[config.mk]
export PLATFORM = sky130hd
export DESIGN_NAME = motor_output_safety_interlock_unit
export DESIGN_NICKNAME = d
export VERILOG_FILES = /design/src/hdl/mosi_pkg.sv /design/src/hdl/mosi_event_logic.sv /design/src/hdl/motor_output_safety_interlock_unit.sv
export SDC_FILE = /design/constraint.sdc
export NUM_CORES = 1
export LEC_CHECK = 0
export ABC_AREA = 1
export BUFFER_PORTS_ARGS = -buffer_cell sky130_fd_sc_hd__clkbuf_2
export CORE_AREA = 2 2 343 345
export CTS_BUF_LIST = sky130_fd_sc_hd__clkbuf_16
export DETAILED_ROUTE_END_ITERATION = 7
export DIE_AREA = 0 0 345 347
export PLACE_DENSITY = 0.38
export REMOVE_ABC_BUFFERS = 1
export SLEW_MARGIN = 40
export SYNTH_ARGS = -nofsm -noshare
export SYNTH_HDL_FRONTEND = slang
export SYNTH_HIERARCHICAL = 1
export SYNTH_SLANG_ARGS = --single-unit
[constraint.sdc]
create_clock -name clk -period 8.5 [get_ports clk]
set_clock_uncertainty 0.1 [all_clocks]
set_input_delay 0.425 -clock clk [delete_from_list [all_inputs] [get_ports clk]]
set_output_delay 0.425 -clock clk [all_outputs]
set_load 0.01 [all_outputs]
[src/hdl/mosi_pkg.sv]
// Shared types and constants for the motor output safety interlock.
`timescale 1ns / 1ps

package mosi_pkg;

	localparam int PULSE_W = 21;
	localparam logic [PULSE_W-1:0] PULSE_MAX = 21'h1FFFFF;

	localparam logic [15:0] LIMIT_RESET   = 16'd0;
	localparam logic [15:0] TIMEOUT_RESET = 16'd250;

	// config register indexes
	localparam logic CFG_OVERCURRENT_LIMIT = 1'b0;
	localparam logic CFG_COMMAND_TIMEOUT   = 1'b1;

	typedef enum logic [2:0] {
		REQ_NOTE_CMD    = 3'd0,
		REQ_ARM         = 3'd1,
		REQ_DISARM      = 3'd2,
		REQ_CHECK       = 3'd3,
		REQ_ENABLE      = 3'd4,
		REQ_CONTROL     = 3'd5,
		REQ_CLEAR_FAULT = 3'd6,
		REQ_CUT         = 3'd7
	} req_e;

	localparam logic [2:0] CAUSE_OK          = 3'd0;
	localparam logic [2:0] CAUSE_HOST_GONE   = 3'd1;
	localparam logic [2:0] CAUSE_TIMEOUT     = 3'd2;
	localparam logic [2:0] CAUSE_DRV_FAULT   = 3'd3;
	localparam logic [2:0] CAUSE_REQUESTED   = 3'd4;
	localparam logic [2:0] CAUSE_OVERCURRENT = 3'd5;
	localparam logic [2:0] CAUSE_ANGLE_LOST  = 3'd6;

	localparam logic [2:0] EN_OK       = 3'd0;
	localparam logic [2:0] EN_DISARMED = 3'd1;
	localparam logic [2:0] EN_LATCHED  = 3'd2;
	localparam logic [2:0] EN_LINK     = 3'd3;
	localparam logic [2:0] EN_NOZERO   = 3'd4;
	localparam logic [2:0] EN_CAL      = 3'd5;
	localparam logic [2:0] EN_AMP_CFG  = 3'd6;

	typedef struct packed {
		req_e               req;
		logic [31:0]        now_ms;
		logic               host_attached;
		logic               offsets_measured;
		logic               calibrating;
		logic               amp_config_ok;
		logic               driver_fault_pin_low;
		logic [15:0]        pulse_length_ms;
		logic signed [15:0] current_a;
		logic signed [15:0] current_b;
		logic signed [15:0] current_c;
		logic [2:0]         cut_cause;
	} item_t;

	// pulse time is kept as whole ms plus a sub-ms tick remainder
	typedef struct packed {
		logic [2:0]         cause;
		logic               latched;
		logic               armed;
		logic               live;
		logic [31:0]        last_cmd_ms;
		logic [31:0]        trips;
		logic [PULSE_W-1:0] pulse_whole_ms;
		logic [2:0][15:0]   peaks;
	} state_t;

	typedef struct packed {
		logic [2:0]  enable_code;
		logic        clear_accepted;
		logic [2:0]  fault_cause;
		logic        fault_latched;
		logic        is_armed;
		logic        power_live;
		logic [31:0] ms_since_command;
		logic [31:0] trip_count;
		logic [15:0] pulse_left_ms;
		logic [15:0] peak_a;
		logic [15:0] peak_b;
		logic [15:0] peak_c;
	} result_t;

endpackage

[src/hdl/mosi_event_logic.sv]
// Per-event next-state and status logic of the interlock.
`timescale 1ns / 1ps

module mosi_event_logic
	import mosi_pkg::*;
#(
	parameter int TICKS_PER_MS = 20,
	parameter int REM_W = 5
) (
	input  item_t            item,
	input  state_t           st,
	input  logic [REM_W-1:0] rem,
	input  logic [15:0]      limit,
	input  logic [15:0]      timeout,
	output state_t           st_n,
	output logic [REM_W-1:0] rem_n,
	output result_t          res
);

	localparam logic [PULSE_W-1:0] SAT_MS = PULSE_W'(PULSE_MAX / TICKS_PER_MS);
	localparam logic [REM_W-1:0] SAT_REM = REM_W'(PULSE_MAX % TICKS_PER_MS);
	localparam logic [REM_W-1:0] REM_TOP = REM_W'(TICKS_PER_MS - 1);
	localparam logic [PULSE_W-1:0] LEFT_MAX = PULSE_W'(16'hFFFF);

	function automatic logic [15:0] magnitude(input logic signed [15:0] v);
		// most negative sample wraps to 0x8000, which reads as 32768
		magnitude = v[15] ? (~v + 16'd1) : v;
	endfunction

	logic [2:0][15:0] mag;
	logic [31:0]      gap;
	logic             over;
	logic             do_cut;
	logic             do_trip;
	logic [2:0]       why;
	logic [2:0]       code;
	logic             clr;
	logic             saturate;

	assign mag[0] = magnitude(item.current_a);
	assign mag[1] = magnitude(item.current_b);
	assign mag[2] = magnitude(item.current_c);
	assign over = (mag[0] > limit) || (mag[1] > limit) || (mag[2] > limit);
	assign gap = item.now_ms - st.last_cmd_ms;
	assign saturate = {5'd0, item.pulse_length_ms} > SAT_MS;

	always_comb begin
		st_n    = st;
		rem_n   = rem;
		do_cut  = 1'b0;
		do_trip = 1'b0;
		why     = CAUSE_REQUESTED;
		code    = EN_OK;
		clr     = 1'b0;

		unique case (item.req)
			REQ_NOTE_CMD: begin
				st_n.last_cmd_ms = item.now_ms;
			end
			REQ_ARM: begin
				if (st.latched) begin
					code = EN_LATCHED;
				end else if (!item.host_attached) begin
					code = EN_LINK;
				end else begin
					st_n.armed = 1'b1;
				end
			end
			REQ_DISARM: begin
				do_cut     = 1'b1;
				st_n.armed = 1'b0;
			end
			REQ_CHECK: begin
				if (!item.host_attached) begin
					st_n.armed = 1'b0;
				end
				if (!st.live) begin
					st_n.last_cmd_ms = item.now_ms;
				end else if (!item.host_attached) begin
					do_cut  = 1'b1;
					do_trip = 1'b1;
					why     = CAUSE_HOST_GONE;
				end else if (!gap[31] && gap >= {16'd0, timeout}) begin
					do_cut  = 1'b1;
					do_trip = 1'b1;
					why     = CAUSE_TIMEOUT;
				end
			end
			REQ_ENABLE: begin
				if (!st.armed) begin
					code = EN_DISARMED;
				end else if (st.latched) begin
					code = EN_LATCHED;
				end else if (!item.host_attached) begin
					code = EN_LINK;
				end else if (!item.offsets_measured) begin
					code = EN_NOZERO;
				end else if (item.calibrating) begin
					code = EN_CAL;
				end else if (!item.amp_config_ok) begin
					code = EN_AMP_CFG;
				end else begin
					st_n.last_cmd_ms    = item.now_ms;
					st_n.cause          = CAUSE_OK;
					st_n.peaks          = '0;
					st_n.live           = 1'b1;
					st_n.pulse_whole_ms = saturate ? SAT_MS : {5'd0, item.pulse_length_ms};
					rem_n               = saturate ? SAT_REM : '0;
				end
			end
			REQ_CONTROL: begin
				if (st.live) begin
					for (int i = 0; i < 3; i++) begin
						if (mag[i] > st.peaks[i]) begin
							st_n.peaks[i] = mag[i];
						end
					end
					if (over) begin
						do_cut  = 1'b1;
						do_trip = 1'b1;
						why     = CAUSE_OVERCURRENT;
					end else if (st.pulse_whole_ms != '0 || rem != '0) begin
						if (rem == '0) begin
							st_n.pulse_whole_ms = st.pulse_whole_ms - PULSE_W'(1);
							rem_n               = REM_TOP;
						end else begin
							rem_n = rem - REM_W'(1);
						end
						// pulse just ran out: requested stop
						if (st_n.pulse_whole_ms == '0 && rem_n == '0) begin
							do_cut = 1'b1;
						end
					end
				end
			end
			REQ_CLEAR_FAULT: begin
				if (!st.latched) begin
					clr = 1'b1;
				end else if (!item.host_attached) begin
					clr = 1'b0;
				end else if (st.cause == CAUSE_DRV_FAULT && item.driver_fault_pin_low) begin
					clr = 1'b0;
				end else begin
					st_n.latched     = 1'b0;
					st_n.cause       = CAUSE_OK;
					st_n.last_cmd_ms = item.now_ms;
					clr              = 1'b1;
				end
			end
			REQ_CUT: begin
				if (item.cut_cause >= CAUSE_HOST_GONE && item.cut_cause <= CAUSE_ANGLE_LOST) begin
					do_cut = 1'b1;
					why    = item.cut_cause;
				end
			end
			default: begin
			end
		endcase

		if (do_cut) begin
			st_n.live           = 1'b0;
			st_n.pulse_whole_ms = '0;
			rem_n               = '0;
			if (!st.latched) begin
				st_n.cause = why;
			end
			if (why != CAUSE_REQUESTED) begin
				st_n.latched = 1'b1;
				st_n.armed   = 1'b0;
			end
		end
		if (do_trip) begin
			st_n.trips = st.trips + 32'd1;
		end
	end

	always_comb begin
		res.enable_code      = code;
		res.clear_accepted   = clr;
		res.fault_cause      = st_n.cause;
		res.fault_latched    = st_n.latched;
		res.is_armed         = st_n.armed;
		res.power_live       = st_n.live;
		res.ms_since_command = item.now_ms - st_n.last_cmd_ms;
		res.trip_count       = st_n.trips;
		res.pulse_left_ms    = (st_n.pulse_whole_ms > LEFT_MAX) ? 16'hFFFF
			: st_n.pulse_whole_ms[15:0];
		res.peak_a           = st_n.peaks[0];
		res.peak_b           = st_n.peaks[1];
		res.peak_c           = st_n.peaks[2];
	end

endmodule

[src/hdl/motor_output_safety_interlock_unit.sv]
// Top level of the motor output safety interlock: pipeline, state and config registers.
// An event beat accepted into stage 1 is evaluated against the state, and its status is
// registered in the result register; an undrained full result register stalls stage 1.
// Throughput: one event per cycle while status is drained; each sees the last one's state.
// Reset: arst_n clears all flags, counters, peaks and the pipeline valids at once,
// and loads the config registers with their reset values.
`timescale 1ns / 1ps

module motor_output_safety_interlock_unit
	import mosi_pkg::*;
#(
	parameter int TICKS_PER_MS = 20
) (
	input  logic               clk,
	input  logic               arst_n,
	input  logic               cfg_valid,
	output logic               cfg_ready,
	input  logic               cfg_index,
	input  logic [15:0]        cfg_data,
	input  logic               in_valid,
	output logic               in_ready,
	input  logic [2:0]         req_type,
	input  logic [31:0]        now_ms,
	input  logic               host_attached,
	input  logic               offsets_measured,
	input  logic               calibrating,
	input  logic               amp_config_ok,
	input  logic               driver_fault_pin_low,
	input  logic [15:0]        pulse_length_ms,
	input  logic signed [15:0] current_a,
	input  logic signed [15:0] current_b,
	input  logic signed [15:0] current_c,
	input  logic [2:0]         cut_cause,
	output logic               out_valid,
	input  logic               out_ready,
	output logic [2:0]         enable_code,
	output logic               clear_accepted,
	output logic [2:0]         fault_cause,
	output logic               fault_latched,
	output logic               is_armed,
	output logic               power_live,
	output logic [31:0]        ms_since_command,
	output logic [31:0]        trip_count,
	output logic [15:0]        pulse_left_ms,
	output logic [15:0]        peak_a,
	output logic [15:0]        peak_b,
	output logic [15:0]        peak_c
);

	localparam int REM_W = (TICKS_PER_MS > 1) ? $clog2(TICKS_PER_MS) : 1;

	logic [15:0]      limit_q;
	logic [15:0]      timeout_q;
	state_t           st_q;
	state_t           st_n;
	logic [REM_W-1:0] rem_q;
	logic [REM_W-1:0] rem_n;
	item_t            item_in;
	item_t            item_s1;
	logic             valid_s1;
	result_t          res_n;
	result_t          res_s2;
	logic             valid_s2;
	logic             advance;

	assign cfg_ready = 1'b1;

	always_ff @(posedge clk or negedge arst_n) begin
		if (!arst_n) begin
			limit_q   <= LIMIT_RESET;
			timeout_q <= TIMEOUT_RESET;
		end else if (cfg_valid && cfg_ready) begin
			unique case (cfg_index)
				CFG_OVERCURRENT_LIMIT: limit_q <= cfg_data;
				CFG_COMMAND_TIMEOUT:   timeout_q <= cfg_data;
				default: begin
				end
			endcase
		end
	end

	// stage 1 moves on when the result register is empty or being drained
	assign advance  = valid_s1 && (!valid_s2 || out_ready);
	assign in_ready = !valid_s1 || advance;

	always_comb begin
		item_in.req                  = req_e'(req_type);
		item_in.now_ms               = now_ms;
		item_in.host_attached        = host_attached;
		item_in.offsets_measured     = offsets_measured;
		item_in.calibrating          = calibrating;
		item_in.amp_config_ok        = amp_config_ok;
		item_in.driver_fault_pin_low = driver_fault_pin_low;
		item_in.pulse_length_ms      = pulse_length_ms;
		item_in.current_a            = current_a;
		item_in.current_b            = current_b;
		item_in.current_c            = current_c;
		item_in.cut_cause            = cut_cause;
	end

	always_ff @(posedge clk or negedge arst_n) begin
		if (!arst_n) begin
			valid_s1 <= 1'b0;
			valid_s2 <= 1'b0;
		end else begin
			if (in_valid && in_ready) begin
				valid_s1 <= 1'b1;
			end else if (advance) begin
				valid_s1 <= 1'b0;
			end
			if (advance) begin
				valid_s2 <= 1'b1;
			end else if (out_ready) begin
				valid_s2 <= 1'b0;
			end
		end
	end

	always_ff @(posedge clk) begin
		if (in_valid && in_ready) begin
			item_s1 <= item_in;
		end
		if (advance) begin
			res_s2 <= res_n;
		end
	end

	always_ff @(posedge clk or negedge arst_n) begin
		if (!arst_n) begin
			st_q  <= '0;
			rem_q <= '0;
		end else if (advance) begin
			st_q  <= st_n;
			rem_q <= rem_n;
		end
	end

	mosi_event_logic #(
		.TICKS_PER_MS(TICKS_PER_MS),
		.REM_W       (REM_W)
	) u_event (
		.item   (item_s1),
		.st     (st_q),
		.rem    (rem_q),
		.limit  (limit_q),
		.timeout(timeout_q),
		.st_n   (st_n),
		.rem_n  (rem_n),
		.res    (res_n)
	);

	assign out_valid        = valid_s2;
	assign enable_code      = res_s2.enable_code;
	assign clear_accepted   = res_s2.clear_accepted;
	assign fault_cause      = res_s2.fault_cause;
	assign fault_latched    = res_s2.fault_latched;
	assign is_armed         = res_s2.is_armed;
	assign power_live       = res_s2.power_live;
	assign ms_since_command = res_s2.ms_since_command;
	assign trip_count       = res_s2.trip_count;
	assign pulse_left_ms    = res_s2.pulse_left_ms;
	assign peak_a           = res_s2.peak_a;
	assign peak_b           = res_s2.peak_b;
	assign peak_c           = res_s2.peak_c;

	// live power stage needs an armed, unlatched interlock
	a_live_safe: assert property (@(posedge clk) disable iff (!arst_n)
		st_q.live |-> (st_q.armed && !st_q.latched))
		else $error("outputs live while disarmed or latched");

	a_latched_cause: assert property (@(posedge clk) disable iff (!arst_n)
		st_q.latched |-> (st_q.cause != CAUSE_OK))
		else $error("fault latched with no cause");

	a_trip_step: assert property (@(posedge clk) disable iff (!arst_n)
		1'b1 |=> (st_q.trips == $past(st_q.trips) || st_q.trips == $past(st_q.trips) + 32'd1))
		else $error("trip count jumped");

	a_rem_range: assert property (@(posedge clk) disable iff (!arst_n)
		{{(32 - REM_W){1'b0}}, rem_q} < 32'(TICKS_PER_MS))
		else $error("pulse tick remainder out of range");

	a_state_hold: assert property (@(posedge clk) disable iff (!arst_n)
		!advance |=> $stable(st_q))
		else $error("state changed without an event");

endmodule

[Word level (Yosys, flattened, before mapping)]
Cells that the tools add are included.
Operators by class
  reduce and logical (&&, ||, !) cells: 26
  multiplexer cells: 104
  $lt $le $gt $ge: 10
  $add $sub $neg: 8
  bitwise operators: 4
  equal/unequal tests: 18
Operators with widths (count)
  69-bit 2-to-1 mux: 7
  33-bit 2-to-1 mux: 6
  21-bit 2-to-1 mux: 8
  32-bit 2-to-1 mux: 5
  69-bit one-hot mux with 2 select lines: 1
  32-bit one-hot mux with 4 select lines: 1
  16-bit > comparator: 6
  16-bit 2-to-1 mux: 6
  5-bit 2-to-1 mux: 15
  32-bit subtractor: 2
  3-bit 2-to-1 mux: 18
  16-bit by 1-bit adder with 16-bit output (second input constant): 3
  16-bit NOT: 3
  32-bit by 1-bit adder with 32-bit output (second input constant): 1
  32-bit by 16-bit >= comparator with 1-bit output: 1
  1-bit 2-to-1 mux: 23
  21-bit by 16-bit > comparator with 1-bit output (second input constant): 1
  21-bit zero test: 1
  3-bit by 2-bit inequality test with 1-bit output (second input constant): 7
  21-bit nonzero test: 1
  21-bit by 1-bit subtractor with 21-bit output (second input constant): 1
  3-bit == test (second input constant): 4
  4-bit 2-to-1 mux: 3
  3-bit one-hot mux with 2 select lines: 2
  other kinds (25): 44
Storage, ports and cells
  output and inout port bits: 141
  bits in registers: 423
  bits of input ports: 129

[Depth between registers and ports, before layout]
  depth after elaboration: 18
  mapped depth: 33

[Modules after synthesis]
Netlist, hierarchy kept.
By module, submodules not included
  motor_output_safety_interlock_unit: area an instance 14417.6 µm², instances 1, cells each 1003
  mosi_event_logic: area an instance 13200.2 µm², instances 1, cells each 2416

[Worst setup path before layout]
Ideal clock, no wire load.
  path type: reg2reg
  from: register item_s1[19] in the netlist's numbering
  to: register st_q[89] in the netlist's numbering
  setup time: 117 ps
  required time: 8283 ps
  buffers on the path: 2
  path slack: 4200 ps
  arrival time: 4084 ps
  stages on the path, launching flop included: 30
  cells stage by stage: edfxtp_1 inv_1 ha_1 inv_1 nor3_1 inv_1 nor3_1 inv_1 nor3_1 inv_1 nor2_1 nand3_1 o31ai_1 xor2_1 inv_1 ha_1 nand3_1 nor4_1 nand3_1 nand2_1 nand2_1 nor2_2 inv_1 a21oi_4 nand2_2 buf_2 mux2_1 buf_4 nand3_1 nand2_1
RTL lines
  start: declaration: line motor_output_safety_interlock_unit.sv:59  | item_t item_s1;
  start signal: assignment: line motor_output_safety_interlock_unit.sv:121  | item_s1 <= item_in;
  end signal: assignment: line motor_output_safety_interlock_unit.sv:133  | st_q <= st_n;
  end: declaration: line motor_output_safety_interlock_unit.sv:54  | state_t st_q;

==> results.txt <==
----------------------------------------------------
[Cells and area]
  Share of post-route cells with drive strength above 1 ... 12.2%
  Nets ... 4,006
  Area Overhead vs Synth ... 19.3%
  Highest-count cells in the layout ignoring fill and taps ... sky130_fd_sc_hd__nand2_1 (944), sky130_fd_sc_hd__inv_1 (502), sky130_fd_sc_hd__nand3_1 (267), sky130_fd_sc_hd__clkbuf_2 (267), sky130_fd_sc_hd__edfxtp_1 (245)
  Count of non-filler cells in the finished layout ... 5,266
  Diode count ... 0
  Final core utilization ... 28.5%
  Most common cell after layout, fill and taps aside ... sky130_fd_sc_hd__nand2_1
  Number of filler cells placed in the layout ... 12.6k

[Power and ir drop]
  Proportion of power drawn by the clock network ... 31.1%
  Sequential share of power ... 34.0%
  Overall power after layout ... 8.08 mW
  Internal Power ... 4.97 mW
  Share of total power in combinational logic ... 34.9%
  Leakage Power ... 15.5 nW
  Switching power ... 3.11 mW
  Sw Ratio ... 38.4%
  Power density cells ... 245 nW/um^2
  Worst supply voltage drop on vdd ... 145 uV

[Logic synthesis]
  Yosys warnings ... 6
  Top FF cell, synth ... sky130_fd_sc_hd__edfxtp_1
  Share of synthesized area occupied by flip-flops and latches ... 42.8%
  Post-synth EDFFs ... 245
  Gate count of the mapped netlist ... 3,419
  Cell variety after synth ... 65
  Synth async-reset ratio ... 42.1%
  Cell Area, Synth ... 27,600 sq um
  Synthesis-stage register bit count ... 423
  Avg Cell Area, Syn ... 8.08 sq um

[Detailed routing]
  Drt first pass iters ... 5
  Mean number of vias per cell ... 4.37
  Drc violations ... 0
  Vias ... 23.0k
  Residual antenna-violating net count after detailed routing ... 0
  Detail-routed net length per standard cell ... 17.6 microns
  Drt initial violations ... 1,330
  Total Wirelength ... 92,600 microns

[Placed design]
  Placer's final routability congestion estimate ... 0.865
  # port buffers ... 268
  Placed Cells incl. Taps ... 5,040
  HPWL after detailed placement ... 69,200 microns

[GRT]
  Pin count of the biggest net entering global routing ... 66
  Global routing usage summed across all routing layers ... 15.2%
  GR Overflow Total ... 0
  Global-route wire length before repair ... 140,000 microns
  Number of antenna violations at the first check in global routing ... 1
  Number of global-route vias before repair ... 22.7k

[Die]
  Height of the die ... 347 microns
  Boundary Pins ... 270
  Initial cell density of the core ... 23.9%
  Num rows ... 125
  Horiz. Die Dim ... 345 microns
  Die area ... 120,000 sq um
  Placeable core region ... 116,000 sq um

[Clock tree]
  Num CTS Buffers ... 56
  Cell at the root of the clock tree ... sky130_fd_sc_hd__clkbuf_16
  Number of H-tree levels ... 2
  Clock slew at reported path FFs ... 0.06 ns
  Skew-Pair Late Insertion Delay ... 0.65 ns
  CTS tree ... done
  Sink Count ... 423
  Clk buf depth ... 3
  Gates resized, CTS repair ... 0

[Timing]
  Final critical path time including I/O delays and setup ... 6.12 ns
  Count of endpoints failing setup in the final report ... 0
  Relative slew slack ... 44.0%
  Hold Vio Cnt, Final ... 0
  Maximum clock rate ... 0.163 GHz
  Post-route fraction of the period consumed by the critical path ... 72.0%
  Pins over their slew limit ... 0
  Transition time at the pin with the least slew margin ... 0.831 ns
  Setup repair after global routing missed its margin ... false

[Critical path]
  Launch point of the worst reg-to-reg path ... item_s1[71]
  Crit path max fanout ... 37
  Critical Path Source ... item_s1[71]
  Critical path launch point type ... flop
  Critical path class ... flop to flop
  Arrival time at the worst endpoint ... 6.40 ns
  Flop2flop setup slack ... 2.38 ns
  Data required time of the worst path ... 8.79 ns
  Type of element capturing the critical path ... flop

[Hold path]
  Hold Startpoint ... cfg_data[13]
  Hold Path Class ... input port to flop

[Run status]
  Outcome ... complete, no violations

[Flow run]
  Max-cap violations ... 0

----------------------------------------------------
path summary, 6_finish.rpt:
kind / endpoint / cells past startpoint
max in group asynchronous: st_q[49] / 4
min reg2reg: st_q[44] / 2
max: ms_since_command[27] / 26
max reg2reg: ms_since_command[27] / 26
min: limit_q[13] / 3
min in group asynchronous: st_q[7] / 2
layout make-up:
class	count	area, sq um	share of cell area (%)
multi-input combinational	2302	12700	38.5
sequential	423	11800	35.9
timing repair buffer	404	2700	8.20
inverter	507	1910	5.80
tap	1524	1910	5.79
clock buffer	59	1480	4.48
clock inverter	47	450	1.37
cells in the mapped netlist (4+ instances only):
cell type	instances	area, sq um
sky130_fd_sc_hd__o22ai_1	19	119
sky130_fd_sc_hd__nand2_4	4	45.0
sky130_fd_sc_hd__nand3b_1	8	60.1
sky130_fd_sc_hd__nor2_1	193	724
sky130_fd_sc_hd__o221ai_1	6	52.6
sky130_fd_sc_hd__a21oi_1	131	656
sky130_fd_sc_hd__nand3_2	26	260
sky130_fd_sc_hd__xor2_1	96	841
sky130_fd_sc_hd__dfstp_2	6	158
sky130_fd_sc_hd__nand4_1	44	275
sky130_fd_sc_hd__ha_1	181	2260
sky130_fd_sc_hd__o31ai_1	7	52.6
sky130_fd_sc_hd__inv_1	498	1870
sky130_fd_sc_hd__buf_4	103	773
sky130_fd_sc_hd__mux2_2	5	56.3
sky130_fd_sc_hd__nor4_1	14	87.6
sky130_fd_sc_hd__nand2_1	947	3550
sky130_fd_sc_hd__o21a_1	6	45.0
sky130_fd_sc_hd__dfrtp_1	172	4300
sky130_fd_sc_hd__and2_1	7	43.8
sky130_fd_sc_hd__nor2_2	8	50.1
sky130_fd_sc_hd__nor2_4	7	78.8
sky130_fd_sc_hd__inv_2	5	18.8
sky130_fd_sc_hd__a31oi_1	14	87.6
sky130_fd_sc_hd__o21ai_1	6	30.0
sky130_fd_sc_hd__buf_2	40	200
sky130_fd_sc_hd__clkbuf_1	29	109
sky130_fd_sc_hd__nand3_1	267	1340
sky130_fd_sc_hd__xnor2_1	27	236
sky130_fd_sc_hd__clkinv_1	4	15.0
sky130_fd_sc_hd__a211oi_1	4	30.0
sky130_fd_sc_hd__buf_6	11	124
sky130_fd_sc_hd__o211ai_1	21	158
sky130_fd_sc_hd__o21ai_0	162	811
sky130_fd_sc_hd__nor3_1	46	230
sky130_fd_sc_hd__edfxtp_1	245	7360
layer usage:
metal	global-route usage (%)	up-vias	routed length, microns
li1	-	11700	-
met1	20.4	10800	43100
met2	25.9	466	43900
met3	2.28	92	3860
met4	3.22	0	1740
met5	0	-	0
cells by family after synthesis:
group                      after synthesis  synth area share (%)
muxes                                    9                 0.362
other                                    1                0.0136
and+or+nand+nor                       1586                  25.0
buffers and inverters                  694                  11.4
AOI/OAI and AO/OA                      400                  8.17
adders and majority gates              183                  8.35
xor gates and xnor gates               123                  3.90
DFF                                    423                  42.8
critical path, stage by stage (launching register included):
cell and delay, ns:
sky130_fd_sc_hd__edfxtp_1 0.47, sky130_fd_sc_hd__inv_1 0.12, sky130_fd_sc_hd__nor2_1 0.13, sky130_fd_sc_hd__inv_1 0.09
sky130_fd_sc_hd__nor2_1 0.09, sky130_fd_sc_hd__nand2_1 0.28, sky130_fd_sc_hd__clkinv_1 0.38, sky130_fd_sc_hd__nor2_1 0.13
sky130_fd_sc_hd__inv_1 0.12, sky130_fd_sc_hd__nand3_1 0.12, sky130_fd_sc_hd__a21oi_4 0.62, sky130_fd_sc_hd__buf_4 0.44
sky130_fd_sc_hd__nand3_1 0.10, sky130_fd_sc_hd__o21ai_0 0.13, sky130_fd_sc_hd__inv_1 0.08, sky130_fd_sc_hd__ha_1 0.35
sky130_fd_sc_hd__nand2_1 0.07, sky130_fd_sc_hd__inv_1 0.07, sky130_fd_sc_hd__a21oi_1 0.11, sky130_fd_sc_hd__o21bai_1 0.26
sky130_fd_sc_hd__a21boi_1 0.18, sky130_fd_sc_hd__o21ai_0 0.65, sky130_fd_sc_hd__a21boi_1 0.20, sky130_fd_sc_hd__o21ai_0 0.30
sky130_fd_sc_hd__nand2_1 0.09, sky130_fd_sc_hd__nand2_1 0.08, sky130_fd_sc_hd__xor2_1 0.06
power groups by stage:
stage               Combinational (mW)  Sequential (mW)  Clock (mW)
detailed placement                2.83             2.79           0
finish                            2.82             2.75        2.51
global route                      3.23             2.78        2.69
CTS                               2.88             2.76        2.62
global placement                  2.83             2.80           0
floorplan                         1.81             2.78           0
metrics by stage:
stage | setup TNS, ns | instance area (sq um) | setup WS [ns] | hold slack (ns)
after floorplan | -176.44 | 26400 | -1.28 | 0.0294
after global placement | 0 | 29800 | 2.48 | 0.353
after detailed placement | 0 | 29800 | 2.29 | 0.275
after CTS | 0 | 32900 | 2.26 | 0.0158
after global routing | 0 | 33000 | 1.84 | 0.0524
final | 0 | 33000 | 2.38 | 0.0550
registers in the layout, indices dropped and copies added, names as in the netlist:
signal and cells:
enable_code 3, fault_latched 1, peak_a 16, is_armed 1, ms_since_command 32, item_s1 107, limit_q 16, peak_b 16
peak_c 16, st_q 139, out_valid 1, timeout_q 16, clear_accepted 1, rem_q 5, trip_count 32, pulse_left_ms 16
fault_cause 3, power_live 1, valid_s1 1
repair_timing:
| item | in CTS | in global routing |
|---|---|---|
| hold buffers | 120 | 0 |
| setup buffers | 0 | 0 |
| endpoints found under the hold margin | 210 | 0 |
Note: power is estimated with default switching activity, not from simulation.
